File: config.mk
export PLATFORM = sky130hd
export DESIGN_NAME = simpson_rule_sine_integrator
export DESIGN_NICKNAME = d
export VERILOG_FILES = /design/src/rtl/core/ssi_pkg.sv /design/src/rtl/core/simpson_rule_sine_integrator.sv /design/src/rtl/core/ssi_div.sv /design/src/rtl/core/ssi_datapath.sv /design/src/rtl/core/ssi_ctrl.sv
export SDC_FILE = /design/constraint.sdc
export NUM_CORES = 2
export LEC_CHECK = 0
export BUFFER_PORTS_ARGS = -buffer_cell sky130_fd_sc_hd__buf_2
export CAP_MARGIN = 20
export CORE_AREA = 2 2 325 327
export DETAILED_ROUTE_END_ITERATION = 10
export DIE_AREA = 0 0 327 329
export PLACE_DENSITY = 0.65
export SLEW_MARGIN = 20
export SYNTH_ARGS = -nofsm -noshare
export SYNTH_HDL_FRONTEND = slang
export SYNTH_SLANG_ARGS = --single-unit
File: constraint.sdc
create_clock -name i_clk -period 33.3 [get_ports i_clk]
set_input_delay 6.66 -clock i_clk [delete_from_list [all_inputs] [get_ports i_clk]]
set_output_delay 6.66 -clock i_clk [all_outputs]
set_load 0.01 [all_outputs]
File: src/rtl/core/ssi_pkg.sv
// Shared types, constants and a helper function for the Simpson sine integrator.
// Used by the datapath, controller and top level; depends on nothing.
package ssi_pkg;

    localparam int FRAC_BITS    = 16;
    localparam int IN_W         = 20;
    localparam int CNT_IN_W     = 11;
    localparam int SPAN_W       = 21;
    localparam int ANG_W        = 36;
    localparam int CW           = 34;
    localparam int ANG_BITS     = 30;
    localparam int CORDIC_STEPS = 30;
    localparam int SRES_W       = 18;
    localparam int STEP_W       = 5;
    localparam int OP_W         = 4;

    localparam logic signed [ANG_W-1:0] TWO_PI_A  = 36'sd6746518852;
    localparam logic signed [ANG_W-1:0] PI_A      = 36'sd3373259426;
    localparam logic signed [ANG_W-1:0] HALF_PI_A = 36'sd1686629713;
    localparam logic signed [CW-1:0]    GAIN_INV_A = 34'sd652032874;
    localparam logic signed [SRES_W-1:0] SIN_ONE   = 18'sd65536;
    localparam logic signed [SRES_W-1:0] SIN_MONE  = -18'sd65536;
    localparam logic [IN_W-1:0]          OUT_LIMIT = 20'd262144;

    // Datapath operation codes issued by the controller.
    localparam logic [OP_W-1:0] OP_NOP   = 4'd0;
    localparam logic [OP_W-1:0] OP_LOAD  = 4'd1;
    localparam logic [OP_W-1:0] OP_SDIV  = 4'd2;
    localparam logic [OP_W-1:0] OP_SINIT = 4'd3;
    localparam logic [OP_W-1:0] OP_ANGLE = 4'd4;
    localparam logic [OP_W-1:0] OP_RED   = 4'd5;
    localparam logic [OP_W-1:0] OP_FOLD1 = 4'd6;
    localparam logic [OP_W-1:0] OP_FOLD2 = 4'd7;
    localparam logic [OP_W-1:0] OP_ROT   = 4'd8;
    localparam logic [OP_W-1:0] OP_ACC   = 4'd9;
    localparam logic [OP_W-1:0] OP_MINIT = 4'd10;
    localparam logic [OP_W-1:0] OP_MUL   = 4'd11;
    localparam logic [OP_W-1:0] OP_FDIV  = 4'd12;
    localparam logic [OP_W-1:0] OP_DONE  = 4'd13;

    typedef struct packed {
        logic [OP_W-1:0] op;
    } t_cmd;

    typedef struct packed {
        logic div_done;
        logic red_done;
        logic rot_last;
        logic samp_last;
        logic mul_last;
    } t_stat;

    // Arctangent of 2^-j scaled by 2^30; past the table it is 2^(30-j).
    function automatic logic signed [CW-1:0] atan_step(input logic [STEP_W-1:0] j);
        logic [CW-1:0] one;
        one = CW'(1);
        case (j)
            5'd0:    atan_step = 34'sh03243F6A9;
            5'd1:    atan_step = 34'sh01DAC6705;
            5'd2:    atan_step = 34'sh00FADBAFD;
            5'd3:    atan_step = 34'sh007F56EA7;
            5'd4:    atan_step = 34'sh003FEAB77;
            5'd5:    atan_step = 34'sh001FFD55C;
            5'd6:    atan_step = 34'sh000FFFAAB;
            5'd7:    atan_step = 34'sh0007FFF55;
            5'd8:    atan_step = 34'sh0003FFFEB;
            5'd9:    atan_step = 34'sh0001FFFFD;
            5'd10:   atan_step = 34'sh000100000;
            default: atan_step = $signed(one << (6'(ANG_BITS) - {1'b0, j}));
        endcase
    endfunction

endpackage

File: src/rtl/core/simpson_rule_sine_integrator.sv
// Composite Simpson integrator of sin(x) over [lower_bound, upper_bound] in Q3.16.
// Each request runs the 30-step CORDIC loop of the datapath once for each of its
// 2N+1 sample points, where N is the clamped interval count, and uses the shared
// bit-serial divider for the sample-step and final scaling divisions; the divider's
// dividend width PW is 21 plus the bits of the weighted sum (51 for the default
// MAX_INTERVALS). The result appears on o_integral as o_valid goes high for exactly
// one cycle; the strobe cannot be held off, and busy is low again in that same cycle.
// Depends on ssi_pkg, ssi_ctrl, ssi_datapath and ssi_div.
module simpson_rule_sine_integrator #(
    parameter int MAX_INTERVALS = 1024
) (
    input  logic                               i_clk,
    input  logic                               i_rst_n,
    input  logic                               start,
    output logic                               busy,
    input  logic signed [ssi_pkg::IN_W-1:0]    i_lower_bound,
    input  logic signed [ssi_pkg::IN_W-1:0]    i_upper_bound,
    input  logic [ssi_pkg::CNT_IN_W-1:0]       i_interval_count,
    output logic                               o_valid,
    output logic signed [ssi_pkg::IN_W-1:0]    o_integral
);
    ssi_pkg::t_cmd  cmd;
    ssi_pkg::t_stat stat;

    ssi_ctrl u_ctrl (
        .i_clk   (i_clk),
        .i_rst_n (i_rst_n),
        .start   (start),
        .i_stat  (stat),
        .o_cmd   (cmd),
        .busy    (busy),
        .o_valid (o_valid)
    );

    ssi_datapath #(
        .MAX_INTERVALS(MAX_INTERVALS)
    ) u_dp (
        .i_clk            (i_clk),
        .i_rst_n          (i_rst_n),
        .i_cmd            (cmd),
        .i_lower_bound    (i_lower_bound),
        .i_upper_bound    (i_upper_bound),
        .i_interval_count (i_interval_count),
        .o_stat           (stat),
        .o_integral       (o_integral)
    );

endmodule

File: src/rtl/core/ssi_div.sv
// Restoring bit-serial divider, one quotient bit per cycle.
// Shared by the sample-step and final scaling divisions; uses no package items.
module ssi_div #(
    parameter int DVD_W = 51,
    parameter int DVS_W = 30
) (
    input  logic             i_clk,
    input  logic             i_rst_n,
    input  logic             i_start,
    input  logic [DVD_W-1:0] i_dividend,
    input  logic [DVS_W-1:0] i_divisor,
    output logic [DVD_W-1:0] o_quo,
    output logic [DVS_W-1:0] o_rem,
    output logic             o_done
);
    localparam int CNT_W = $clog2(DVD_W + 1);

    logic [DVD_W-1:0] r_quo, n_quo;
    logic [DVS_W-1:0] r_rem, n_rem;
    logic [DVS_W-1:0] r_dvs;
    logic [CNT_W-1:0] r_cnt, n_cnt;
    logic             r_done, n_done;
    logic [DVS_W:0]   trial;
    logic             ge;

    assign trial = {r_rem, r_quo[DVD_W-1]};
    assign ge    = trial >= {1'b0, r_dvs};

    always_comb begin
        n_quo  = r_quo;
        n_rem  = r_rem;
        n_cnt  = r_cnt;
        n_done = 1'b0;
        if (i_start) begin
            n_quo = i_dividend;
            n_rem = '0;
            n_cnt = CNT_W'(DVD_W);
        end else if (r_cnt != '0) begin
            n_quo = {r_quo[DVD_W-2:0], ge};
            n_rem = ge ? DVS_W'(trial - {1'b0, r_dvs}) : trial[DVS_W-1:0];
            n_cnt = r_cnt - CNT_W'(1);
            n_done = (r_cnt == CNT_W'(1));
        end
    end

    always_ff @(posedge i_clk) begin
        if (!i_rst_n) begin
            r_cnt  <= '0;
            r_done <= 1'b0;
        end else begin
            r_cnt  <= n_cnt;
            r_done <= n_done;
        end
        r_quo <= n_quo;
        r_rem <= n_rem;
        if (i_start) begin
            r_dvs <= i_divisor;
        end
    end

    assign o_quo  = r_quo;
    assign o_rem  = r_rem;
    assign o_done = r_done;

endmodule

File: src/rtl/core/ssi_datapath.sv
// Datapath: sample abscissa stepping, angle reduction, CORDIC sine, weighted sum,
// shift-add multiply and final rounding. Uses ssi_pkg and the ssi_div divider.
module ssi_datapath #(
    parameter int MAX_INTERVALS = 1024
) (
    input  logic                                i_clk,
    input  logic                                i_rst_n,
    input  ssi_pkg::t_cmd                       i_cmd,
    input  logic signed [ssi_pkg::IN_W-1:0]     i_lower_bound,
    input  logic signed [ssi_pkg::IN_W-1:0]     i_upper_bound,
    input  logic [ssi_pkg::CNT_IN_W-1:0]        i_interval_count,
    output ssi_pkg::t_stat                      o_stat,
    output logic signed [ssi_pkg::IN_W-1:0]     o_integral
);
    localparam int CNT_W = $clog2(MAX_INTERVALS + 1);
    localparam int D_W   = CNT_W + 1;
    localparam int ACC_W = $clog2(6 * MAX_INTERVALS + 1) + ssi_pkg::FRAC_BITS + 1;
    localparam int PW    = ssi_pkg::SPAN_W + ACC_W;
    localparam int DEN_W = CNT_W + 3 + ssi_pkg::FRAC_BITS;
    localparam int SH    = ssi_pkg::ANG_BITS - ssi_pkg::FRAC_BITS;
    localparam int X_W   = ssi_pkg::SPAN_W + 1;

    logic signed [ssi_pkg::IN_W-1:0]   r_lo;
    logic                              r_span_neg;
    logic [ssi_pkg::SPAN_W-1:0]        r_span_abs;
    logic [CNT_W-1:0]                  r_cnt;
    logic [ssi_pkg::SPAN_W-1:0]        r_q0;
    logic [D_W-1:0]                    r_r0;
    logic [ssi_pkg::SPAN_W-1:0]        r_acc_q;
    logic [D_W:0]                      r_acc_r;
    logic [D_W:0]                      r_j;
    logic signed [ACC_W-1:0]           r_total;
    logic signed [ssi_pkg::ANG_W-1:0]  r_ang;
    logic signed [ssi_pkg::CW-1:0]     r_cx, r_cy, r_z;
    logic [ssi_pkg::STEP_W-1:0]        r_it;
    logic [PW-1:0]                     r_prod, r_mcand;
    logic [ssi_pkg::SPAN_W-1:0]        r_mq;
    logic [ssi_pkg::STEP_W-1:0]        r_mcnt;
    logic signed [ssi_pkg::IN_W-1:0]   r_out;

    logic signed [ssi_pkg::SPAN_W-1:0] span;
    logic [31:0]                       cnt_ext;
    logic [CNT_W-1:0]                  cnt_clamp;
    logic [D_W-1:0]                    d_val;
    logic [DEN_W-1:0]                  den;
    logic                              div_start;
    logic [PW-1:0]                     div_dvd;
    logic [DEN_W-1:0]                  div_dvs;
    logic [PW-1:0]                     div_quo;
    logic [DEN_W-1:0]                  div_rem;
    logic                              div_done;
    logic signed [X_W-1:0]             x_pos;
    logic signed [ssi_pkg::ANG_W-1:0]  fold1;
    logic signed [ssi_pkg::CW-1:0]     dx, dy, step;
    logic signed [ssi_pkg::CW-1:0]     cy_rnd, cy_sh;
    logic signed [ssi_pkg::SRES_W-1:0] sres;
    logic signed [ACC_W-1:0]           sres_ext, term;
    logic [D_W:0]                      acc_r_sum;
    logic                              tot_neg;
    logic [PW-1:0]                     tot_abs;
    logic [PW:0]                       quo_rnd;
    logic [ssi_pkg::IN_W-1:0]          quo_sat;

    assign span    = ssi_pkg::SPAN_W'(i_upper_bound) - ssi_pkg::SPAN_W'(i_lower_bound);
    assign cnt_ext = 32'(i_interval_count);
    always_comb begin
        if (cnt_ext == 32'd0) begin
            cnt_clamp = CNT_W'(1);
        end else if (cnt_ext > 32'(MAX_INTERVALS)) begin
            cnt_clamp = CNT_W'(MAX_INTERVALS);
        end else begin
            cnt_clamp = CNT_W'(cnt_ext);
        end
    end

    assign d_val = {r_cnt, 1'b0};
    assign den   = {DEN_W'({3'b000, r_cnt} << 2) + DEN_W'({3'b000, r_cnt} << 1)}
                   << ssi_pkg::FRAC_BITS;

    assign div_start = (i_cmd.op == ssi_pkg::OP_SDIV) || (i_cmd.op == ssi_pkg::OP_FDIV);
    assign div_dvd   = (i_cmd.op == ssi_pkg::OP_SDIV) ? PW'(r_span_abs) : r_prod;
    assign div_dvs   = (i_cmd.op == ssi_pkg::OP_SDIV) ? DEN_W'(d_val) : den;

    ssi_div #(
        .DVD_W(PW),
        .DVS_W(DEN_W)
    ) u_div (
        .i_clk      (i_clk),
        .i_rst_n    (i_rst_n),
        .i_start    (div_start),
        .i_dividend (div_dvd),
        .i_divisor  (div_dvs),
        .o_quo      (div_quo),
        .o_rem      (div_rem),
        .o_done     (div_done)
    );

    // Abscissa of the current sample: lower bound plus the rounded fraction of the span.
    assign x_pos = r_span_neg ? (X_W'(r_lo) - $signed({1'b0, r_acc_q}))
                              : (X_W'(r_lo) + $signed({1'b0, r_acc_q}));

    assign fold1 = (r_ang > ssi_pkg::PI_A) ? r_ang - ssi_pkg::TWO_PI_A : r_ang;

    assign dx   = r_cy >>> r_it;
    assign dy   = r_cx >>> r_it;
    assign step = ssi_pkg::atan_step(r_it);

    assign cy_rnd = r_cy + ssi_pkg::CW'(1 << (SH - 1));
    assign cy_sh  = cy_rnd >>> SH;
    always_comb begin
        if (cy_sh > ssi_pkg::CW'(ssi_pkg::SIN_ONE)) begin
            sres = ssi_pkg::SIN_ONE;
        end else if (cy_sh < ssi_pkg::CW'(ssi_pkg::SIN_MONE)) begin
            sres = ssi_pkg::SIN_MONE;
        end else begin
            sres = ssi_pkg::SRES_W'(cy_sh);
        end
    end
    assign sres_ext = ACC_W'(sres);

    // End samples count once, odd (midpoint) samples four times, shared ends twice.
    always_comb begin
        if ((r_j == '0) || (r_j == {1'b0, d_val})) begin
            term = sres_ext;
        end else if (r_j[0]) begin
            term = sres_ext <<< 2;
        end else begin
            term = sres_ext <<< 1;
        end
    end

    assign acc_r_sum = r_acc_r + {1'b0, r_r0};

    assign tot_neg = r_total[ACC_W-1];
    assign tot_abs = PW'(tot_neg ? -r_total : r_total);

    assign quo_rnd = {1'b0, div_quo} + (PW + 1)'({div_rem, 1'b0} >= {1'b0, den});
    assign quo_sat = (quo_rnd > (PW + 1)'(ssi_pkg::OUT_LIMIT)) ? ssi_pkg::OUT_LIMIT
                                                              : quo_rnd[ssi_pkg::IN_W-1:0];

    always_ff @(posedge i_clk) begin
        case (i_cmd.op)
            ssi_pkg::OP_LOAD: begin
                r_lo       <= i_lower_bound;
                r_span_neg <= span[ssi_pkg::SPAN_W-1];
                r_span_abs <= span[ssi_pkg::SPAN_W-1] ? -span : span;
                r_cnt      <= cnt_clamp;
            end
            ssi_pkg::OP_SINIT: begin
                r_q0    <= div_quo[ssi_pkg::SPAN_W-1:0];
                r_r0    <= div_rem[D_W-1:0];
                r_acc_q <= '0;
                r_acc_r <= (D_W + 1)'(r_cnt);
                r_j     <= '0;
                r_total <= '0;
            end
            ssi_pkg::OP_ANGLE: begin
                r_ang <= ssi_pkg::ANG_W'(x_pos) <<< SH;
            end
            ssi_pkg::OP_RED: begin
                if (r_ang < 0) begin
                    r_ang <= r_ang + ssi_pkg::TWO_PI_A;
                end else if (r_ang >= ssi_pkg::TWO_PI_A) begin
                    r_ang <= r_ang - ssi_pkg::TWO_PI_A;
                end
            end
            ssi_pkg::OP_FOLD1: begin
                r_ang <= fold1;
            end
            ssi_pkg::OP_FOLD2: begin
                if (r_ang > ssi_pkg::HALF_PI_A) begin
                    r_z <= ssi_pkg::CW'(ssi_pkg::PI_A - r_ang);
                end else if (r_ang < -ssi_pkg::HALF_PI_A) begin
                    r_z <= ssi_pkg::CW'(-ssi_pkg::PI_A - r_ang);
                end else begin
                    r_z <= ssi_pkg::CW'(r_ang);
                end
                r_cx <= ssi_pkg::GAIN_INV_A;
                r_cy <= '0;
                r_it <= '0;
            end
            ssi_pkg::OP_ROT: begin
                if (r_z >= 0) begin
                    r_cx <= r_cx - dx;
                    r_cy <= r_cy + dy;
                    r_z  <= r_z - step;
                end else begin
                    r_cx <= r_cx + dx;
                    r_cy <= r_cy - dy;
                    r_z  <= r_z + step;
                end
                r_it <= r_it + ssi_pkg::STEP_W'(1);
            end
            ssi_pkg::OP_ACC: begin
                r_total <= r_total + term;
                r_j     <= r_j + (D_W + 1)'(1);
                if (acc_r_sum >= {1'b0, d_val}) begin
                    r_acc_r <= acc_r_sum - {1'b0, d_val};
                    r_acc_q <= r_acc_q + r_q0 + ssi_pkg::SPAN_W'(1);
                end else begin
                    r_acc_r <= acc_r_sum;
                    r_acc_q <= r_acc_q + r_q0;
                end
            end
            ssi_pkg::OP_MINIT: begin
                r_prod  <= '0;
                r_mcand <= tot_abs;
                r_mq    <= r_span_abs;
                r_mcnt  <= '0;
            end
            ssi_pkg::OP_MUL: begin
                if (r_mq[0]) begin
                    r_prod <= r_prod + r_mcand;
                end
                r_mcand <= r_mcand << 1;
                r_mq    <= r_mq >> 1;
                r_mcnt  <= r_mcnt + ssi_pkg::STEP_W'(1);
            end
            ssi_pkg::OP_DONE: begin
                r_out <= (r_span_neg != tot_neg) ? -$signed(quo_sat) : $signed(quo_sat);
            end
            default: begin
            end
        endcase
    end

    assign o_stat.div_done  = div_done;
    assign o_stat.red_done  = (r_ang >= 0) && (r_ang < ssi_pkg::TWO_PI_A);
    assign o_stat.rot_last  = (r_it == ssi_pkg::STEP_W'(ssi_pkg::CORDIC_STEPS - 1));
    assign o_stat.samp_last = (r_j == {1'b0, d_val});
    assign o_stat.mul_last  = (r_mcnt == ssi_pkg::STEP_W'(ssi_pkg::SPAN_W - 1));
    assign o_integral       = r_out;

endmodule

File: src/rtl/core/ssi_ctrl.sv
// Controller state machine: sequences the datapath through each request.
// Uses ssi_pkg for the command and status types and the operation codes.
module ssi_ctrl (
    input  logic           i_clk,
    input  logic           i_rst_n,
    input  logic           start,
    input  ssi_pkg::t_stat i_stat,
    output ssi_pkg::t_cmd  o_cmd,
    output logic           busy,
    output logic           o_valid
);
    localparam logic [3:0] S_IDLE  = 4'd0;
    localparam logic [3:0] S_SDIV  = 4'd2;
    localparam logic [3:0] S_SWAIT = 4'd3;
    localparam logic [3:0] S_SINIT = 4'd4;
    localparam logic [3:0] S_ANGLE = 4'd5;
    localparam logic [3:0] S_RED   = 4'd6;
    localparam logic [3:0] S_FOLD1 = 4'd7;
    localparam logic [3:0] S_FOLD2 = 4'd8;
    localparam logic [3:0] S_ROT   = 4'd9;
    localparam logic [3:0] S_ACC   = 4'd10;
    localparam logic [3:0] S_MINIT = 4'd11;
    localparam logic [3:0] S_MUL   = 4'd12;
    localparam logic [3:0] S_FDIV  = 4'd13;
    localparam logic [3:0] S_FWAIT = 4'd14;
    localparam logic [3:0] S_DONE  = 4'd15;

    logic [3:0] r_state, n_state;
    logic       r_valid;

    always_comb begin
        n_state  = r_state;
        o_cmd.op = ssi_pkg::OP_NOP;
        case (r_state)
            S_IDLE: begin
                // Operands are captured at the accepting edge itself.
                if (start) begin
                    o_cmd.op = ssi_pkg::OP_LOAD;
                    n_state  = S_SDIV;
                end
            end
            S_SDIV: begin
                o_cmd.op = ssi_pkg::OP_SDIV;
                n_state  = S_SWAIT;
            end
            S_SWAIT: begin
                if (i_stat.div_done) begin
                    n_state = S_SINIT;
                end
            end
            S_SINIT: begin
                o_cmd.op = ssi_pkg::OP_SINIT;
                n_state  = S_ANGLE;
            end
            S_ANGLE: begin
                o_cmd.op = ssi_pkg::OP_ANGLE;
                n_state  = S_RED;
            end
            S_RED: begin
                if (i_stat.red_done) begin
                    n_state = S_FOLD1;
                end else begin
                    o_cmd.op = ssi_pkg::OP_RED;
                end
            end
            S_FOLD1: begin
                o_cmd.op = ssi_pkg::OP_FOLD1;
                n_state  = S_FOLD2;
            end
            S_FOLD2: begin
                o_cmd.op = ssi_pkg::OP_FOLD2;
                n_state  = S_ROT;
            end
            S_ROT: begin
                o_cmd.op = ssi_pkg::OP_ROT;
                if (i_stat.rot_last) begin
                    n_state = S_ACC;
                end
            end
            S_ACC: begin
                o_cmd.op = ssi_pkg::OP_ACC;
                n_state  = i_stat.samp_last ? S_MINIT : S_ANGLE;
            end
            S_MINIT: begin
                o_cmd.op = ssi_pkg::OP_MINIT;
                n_state  = S_MUL;
            end
            S_MUL: begin
                o_cmd.op = ssi_pkg::OP_MUL;
                if (i_stat.mul_last) begin
                    n_state = S_FDIV;
                end
            end
            S_FDIV: begin
                o_cmd.op = ssi_pkg::OP_FDIV;
                n_state  = S_FWAIT;
            end
            S_FWAIT: begin
                if (i_stat.div_done) begin
                    n_state = S_DONE;
                end
            end
            S_DONE: begin
                o_cmd.op = ssi_pkg::OP_DONE;
                n_state  = S_IDLE;
            end
            default: begin
                n_state = S_IDLE;
            end
        endcase
    end

    always_ff @(posedge i_clk) begin
        if (!i_rst_n) begin
            r_state <= S_IDLE;
            r_valid <= 1'b0;
        end else begin
            r_state <= n_state;
            r_valid <= (r_state == S_DONE);
        end
    end

    assign busy    = (r_state != S_IDLE);
    assign o_valid = r_valid;

    // The strobe follows the rounding cycle and nothing else.
    a_valid_after_done: assert property (@(posedge i_clk) disable iff (!i_rst_n)
        o_valid |-> $past(r_state == S_DONE))
        else $error("result strobe without a finished request");

    // An accepted request goes straight to the step division.
    a_start_loads: assert property (@(posedge i_clk) disable iff (!i_rst_n)
        (start && !busy) |=> (r_state == S_SDIV))
        else $error("accepted request did not start the step division");

    // A divider completion is only consumed while a division is pending.
    a_div_expected: assert property (@(posedge i_clk) disable iff (!i_rst_n)
        i_stat.div_done |-> ((r_state == S_SWAIT) || (r_state == S_FWAIT)))
        else $error("divider finished outside a wait state");

    // The sine loop never leaves rotation before its last step.
    a_rot_exit: assert property (@(posedge i_clk) disable iff (!i_rst_n)
        ((r_state == S_ROT) && !i_stat.rot_last) |=> (r_state == S_ROT))
        else $error("CORDIC loop left early");

endmodule

## Word-level counts from Yosys, hierarchy flattened

Cells that the tools add are included.

- Logic and storage cells: 206
- Output and inout bits: 22
- Register bits: 577
- Bits of input ports: 54

- Muxes and demuxes: 52
- Shifts and indexed selects: 3
- Eq/ne operators: 51
- Reductions and logical operators: 20
- Add/subtract/negate cells: 31
- Order comparisons: 15
- Bitwise gates (word level): 2

Operator list:

| operator | count |
|---|---|
| 34-bit one-hot mux with 11 select lines | 1 |
| 51-bit two-way mux | 5 |
| 34-bit one-hot mux with 2 select lines | 3 |
| 51-bit one-hot mux with 2 select lines | 2 |
| 34-bit two-way mux | 5 |
| 36-bit two-way mux | 3 |
| 36-bit one-hot mux with 3 select lines | 1 |
| 34-bit adder | 3 |
| 34-bit subtractor | 3 |
| 21-bit one-hot mux with 2 select lines | 2 |
| 34-bit by 5-bit >>> shifter with 34-bit output | 2 |
| 33-bit by 34-bit subtractor with 34-bit output (first input constant) | 2 |
| 31-bit by 30-bit greater-or-equal comparator with 1-bit output | 2 |
| 20-bit two-way mux | 3 |
| 30-bit one-hot mux with 2 select lines | 1 |
| 4-bit equality test (second input constant) | 14 |
| 4-bit one-hot mux with 14 select lines | 1 |
| 51-bit by 1-bit adder with 52-bit output | 1 |
| 52-bit by 19-bit > comparator with 1-bit output (second input constant) | 1 |
| 13-bit one-hot mux with 2 select lines | 2 |
| 4-bit one-hot mux with 13 select lines | 1 |
| 51-bit adder | 1 |
| 30-bit negator with 51-bit output | 1 |
| 19-bit two-way mux | 2 |
| other kinds (73) | 112 |

## Depth between registers and ports, before layout

- Depth after elaboration: 8
- Depth in mapped cells: 38

## Modules after synthesis

Synthesis repeated with hierarchy kept, for this count alone.

- Cells, all modules: 6020
- Area total of the unflattened synthesis: 53649.0 sq um

Modules (own cells, without submodules):

| module | cells an instance | times used | seq. area each (sq um) | area an instance (sq um) |
|---|---|---|---|---|
| ssi_datapath | 5349 | 1 | 13573.0 | 46646.0 |
| ssi_div | 601 | 1 | 3173.0 | 6492.5 |
| ssi_ctrl | 70 | 1 | 100.1 | 510.5 |

## Worst setup path after synthesis

Ideal clock, no wire load.

- Kind: input port to flip-flop
- Start point: input start
- End point: register u_dp.r_prod[0], enable pin
- Setup time: 538 ps
- Data required time: 32762 ps
- Path slack: 21834 ps
- Data arrival time: 10929 ps
- Stages on the path: 4
- Cells stage by stage: o21ai_0 -> a21oi_1 -> or3_1 -> a21boi_0

- Cells in the longest elaborated chain, start to end: 5
- Elaborated cells between the ends (all ways): 7
- Those cells by class: eq/ne (3); mux (2); reduce/logical (2)

Ends and longest elaborated chain:

| element | line | text |
|---|---|---|
| start: declaration | simpson_rule_sine_integrator.sv:14 | `input logic start,` |
| 1-bit two-way mux (*) | ssi_ctrl.sv:37 | `if (start) begin` |
| 4-bit one-hot mux with 13 select lines (*) | ssi_ctrl.sv:34 | `case (r_state)` |
| 4-bit equality test | ssi_datapath.sv:142 | `case (i_cmd.op)` |
| 2-bit by 1-bit != test with 1-bit output (no source line) or 2-bit nonzero test (tied branches) | -- |  |
| 2-bit AND reduction (no source line) (*) | -- |  |
| end signal: assignment | ssi_datapath.sv:213 | `r_prod <= r_prod + r_mcand;` |
| end: declaration | ssi_datapath.sv:36 | `logic [PW-1:0] r_prod, r_mcand;` |

Mark *: on every way between the ends. The rest lies on a longest branch, timed or not.
A chain may end at the register's enable or synchronous reset.

## Final worst setup path

- Start point: input i_upper_bound[0] in the netlist's numbering
- End point: register u_dp.r_span_abs[14] in the netlist's numbering, data pin

- Cells in the longest elaborated chain, start to end: 3

Ends and longest elaborated chain:

| element | line | text |
|---|---|---|
| start: declaration | simpson_rule_sine_integrator.sv:17 | `input logic signed [ssi_pkg::IN_W-1:0] i_upper_bound,` |
| 20-bit by 20-bit subtractor with 21-bit output (*) | ssi_datapath.sv:64 | `assign span = ssi_pkg::SPAN_W'(i_upper_bound) - ssi_pkg::SPAN_W'(i_lower_bound);` |
| 21-bit negator | ssi_datapath.sv:146 | `r_span_abs <= span[ssi_pkg::SPAN_W-1] ? -span : span;` |
| 20-bit two-way mux (*) | ssi_datapath.sv:146 |  |
| end signal: assignment | ssi_datapath.sv:146 |  |
| end: declaration | ssi_datapath.sv:25 | `logic [ssi_pkg::SPAN_W-1:0] r_span_abs;` |

Marks and branches as above.

==> run metrics <==
status finished, final reports clean; 1st-pass router iterations 9; initial core utilization 49.4%; Worst setup EP type register; Worst Tran Pin Value 1.10 ns; PwrDens between 50 and 60 nW/µm²; RSZ-0062 raised after global routing no; Nets 6152; total number of vias 44770; Synth Cell Area 51600 µm²; drt drc 0; port buffer count 75; Setup violations, final 0; Tmin final 9.88 ns; Routed Antenna Nets 0; chip width about 330 µm; leading cell type in the layout, fill and taps excluded nor2_1; post-layout util a little over half; Core Region 104000 µm²; worst hold path type reg -> reg; GP Congestion between 0.9 and 1; aggregate routed wire length 153000 µm; GRT overflow 0; syn avg cell area 8.82 µm²; post_cts resized 0; Req. time, crit path 33.70 ns; Worst slew margin 26.7%; number of global-route vias before repair roughly 42000; CTS Buf Count 71; CP Max Fanout 13; count of state elements after synthesis approximately 570; # H-tree levels 3; Die Y 329 µm; # rows approximately 120; routed len/inst 21.2 µm; Reg clk slew, reported paths 0.06 ns; peak supply drop 0.0000464 V; CTS Buffer Depth 3; critical path class in -> reg; Top FF cell, synth edfxtp_1; Net Count, Synth 6244; Max-Cap Viols 0; Setup Skew 0.0306 ns; CTS hold repair buffers 0; DP HPWL 112000 µm; synth warn 0; maximum clock frequency 101 MHz; Vias/cell 6.22; Final period util about 30%; CP Buf/Inv Count 4; CP most frequent cell inv_1; ant diodes 0; CTS tree done; tightest hold margin just over 0.5 ns; largest net degree at the start of global routing roughly 100; clk sinks roughly 570; ys async rst share 0%; setup TNS 0 ns; total setup buffers inserted after CTS 0; synth unique cells 115; post-synthesis sequential area ratio between 30% and 40%; antenna violations before repair 2; number of enable flip-flop cells after synthesis 527; Worst Setup Start Kind input port; layout cell share with drive strength beyond 1 8.15%; initial drt markers 4405; final slew viol count 0; Crit path largest cell delay 0.44 ns; first-pass GRT wire length 240000 µm; die area 108000 µm²; Final Hold Fails 0; Ports 76; Tot GR Track Use between 20% and 30%; Critical Path, Cell by Cell buf_2, inv_1, ha_1, inv_1, fa_1, a211oi_1, nor2_1, o31a_1, a41oi_1, o21ai_0, a21o_1, a21oi_1, a2111oi_0, o31a_1, inv_1, o21ai_0, xnor2_1; CTS root buf clkbuf_16; area growth from synthesis to final layout 7.23%; CP arrival ~10 ns; commonest cells after routing, fill and taps aside nor2_1, nand2_1, edfxtp_1; LEAKAGE approximately 21 nW; Clock Latency Late Sink approximately 0.67 ns; delay-heaviest family, CP compound AO/OA/AOI/OAI gates; Gate Count Post-Synth slightly below 6000; CP max stage cell o31a_1
## report_power, final
group	internal [W]	total, W	switching [W]
Combinational	0.000445	0.00110	0.000651
Clock	0.000475	0.000816	0.000341
Sequential	0.000942	0.00109	0.000150
Total	0.00186	0.00300	0.00114
## registers in the layout (all words and copies together), names as in the netlist, 4 cells and up
register / count
u_dp.r_it: 5
u_dp.r_r0: 12
u_dp.o_integral: 20
u_dp.r_acc_q: 21
u_dp.r_cy: 34
u_dp.r_mcand: 51
u_ctrl.r_state: 4
u_dp.r_mcnt: 5
u_dp.r_z: 34
u_dp.r_q0: 21
u_dp.r_lo: 20
u_dp.r_cnt: 11
u_dp.r_j: 13
u_dp.r_ang: 34
u_dp.r_total: 30
u_dp.r_acc_r: 13
u_dp.r_cx: 34
u_dp.u_div.r_cnt: 6
u_dp.r_mq: 21
u_dp.r_prod: 51
u_dp.u_div.o_quo: 51
u_dp.r_span_abs: 21
u_dp.u_div.o_rem: 30
u_dp.u_div.r_dvs: 24
## area by class of cell
class | instances | area (µm²)
tap | 1391 | 1740
clock buffer | 87 | 1910
sequential | 569 | 16700
timing repair buffer | 130 | 788
clock inverter | 43 | 531
inverter | 209 | 786
fill | 9604 | 49100
multi-input combinational | 4769 | 32900
## synth_stat cells (all sizes together), types with 93 or more instances
cell | instances | share of area, %
a211oi | 93 | 1.4
a21o | 138 | 2.0
a21oi | 410 | 4.0
clkbuf | 210 | 1.5
edfxtp | 527 | 31
ha | 336 | 8.2
inv | 208 | 1.5
nand2 | 574 | 4.2
nand3 | 129 | 1.3
nor2 | 604 | 4.4
nor3 | 126 | 1.2
o21ai | 351 | 3.4
xnor2 | 331 | 5.6
xor2 | 245 | 4.2
## metrics by stage
step / std cells / setup WS [ns] / total power (W) / instance area [µm²]
6_report: 7198 / 23.42 / 0.00300 / 55300
4_1_cts: 7198 / 23.46 / 0.00301 / 55300
3_3_place_gp: 7067 / 22.81 / 0.00216 / 52800
2_1_floorplan: 5842 / 21.83 / 0.00188 / 51600
5_1_grt: 7198 / 23.07 / 0.00319 / 55300
3_5_place_dp: 7068 / 22.74 / 0.00218 / 52800
## kinds of logic (layout without fill, tap and decap cells)
logic type | Yosys count | after routing | share of synthesized area (%)
DFF | 569 | 569 | 32.3
AOI/OAI and AO/OA | 1632 | 1632 | 20.6
xor gates and xnor gates | 576 | 576 | 9.79
and+or+nand+nor | 2000 | 2000 | 18.6
muxes | 213 | 213 | 6.05
buffers and inverters | 504 | 469 | 4.11
adders and majority gates | 348 | 348 | 8.62
## worst min-delay path, stage by stage, from the launching register on
cell     delay [ns]
dfxtp_1        0.34
nand2_1        0.07
a21oi_1        0.05
## metal layers
| metal | routed length (µm) | GRT usage, % | vias up |
|---|---|---|---|
| li1 | - | - | 21444 |
| met1 | 69000 | 38.4 | 21470 |
| met2 | 68500 | 44.1 | 1551 |
| met3 | 9560 | 3.73 | 301 |
| met4 | 5730 | 10.5 | 4 |
| met5 | 27 | 0 | - |
## final timing paths
check | start | to | slack (ns) | cells after the start
setup reg to reg | u_dp.r_cnt[0] | u_dp.o_integral[18] | 24.75 | 35
hold / removal | u_dp.u_div.o_rem[0] | u_dp.u_div.o_rem[0] | 0.51 | 2
hold reg to reg | u_dp.u_div.o_rem[0] | u_dp.u_div.o_rem[0] | 0.51 | 2
setup / recovery | i_upper_bound[0] | u_dp.r_span_abs[14] | 23.42 | 17
(Power assumes the default switching activity.)
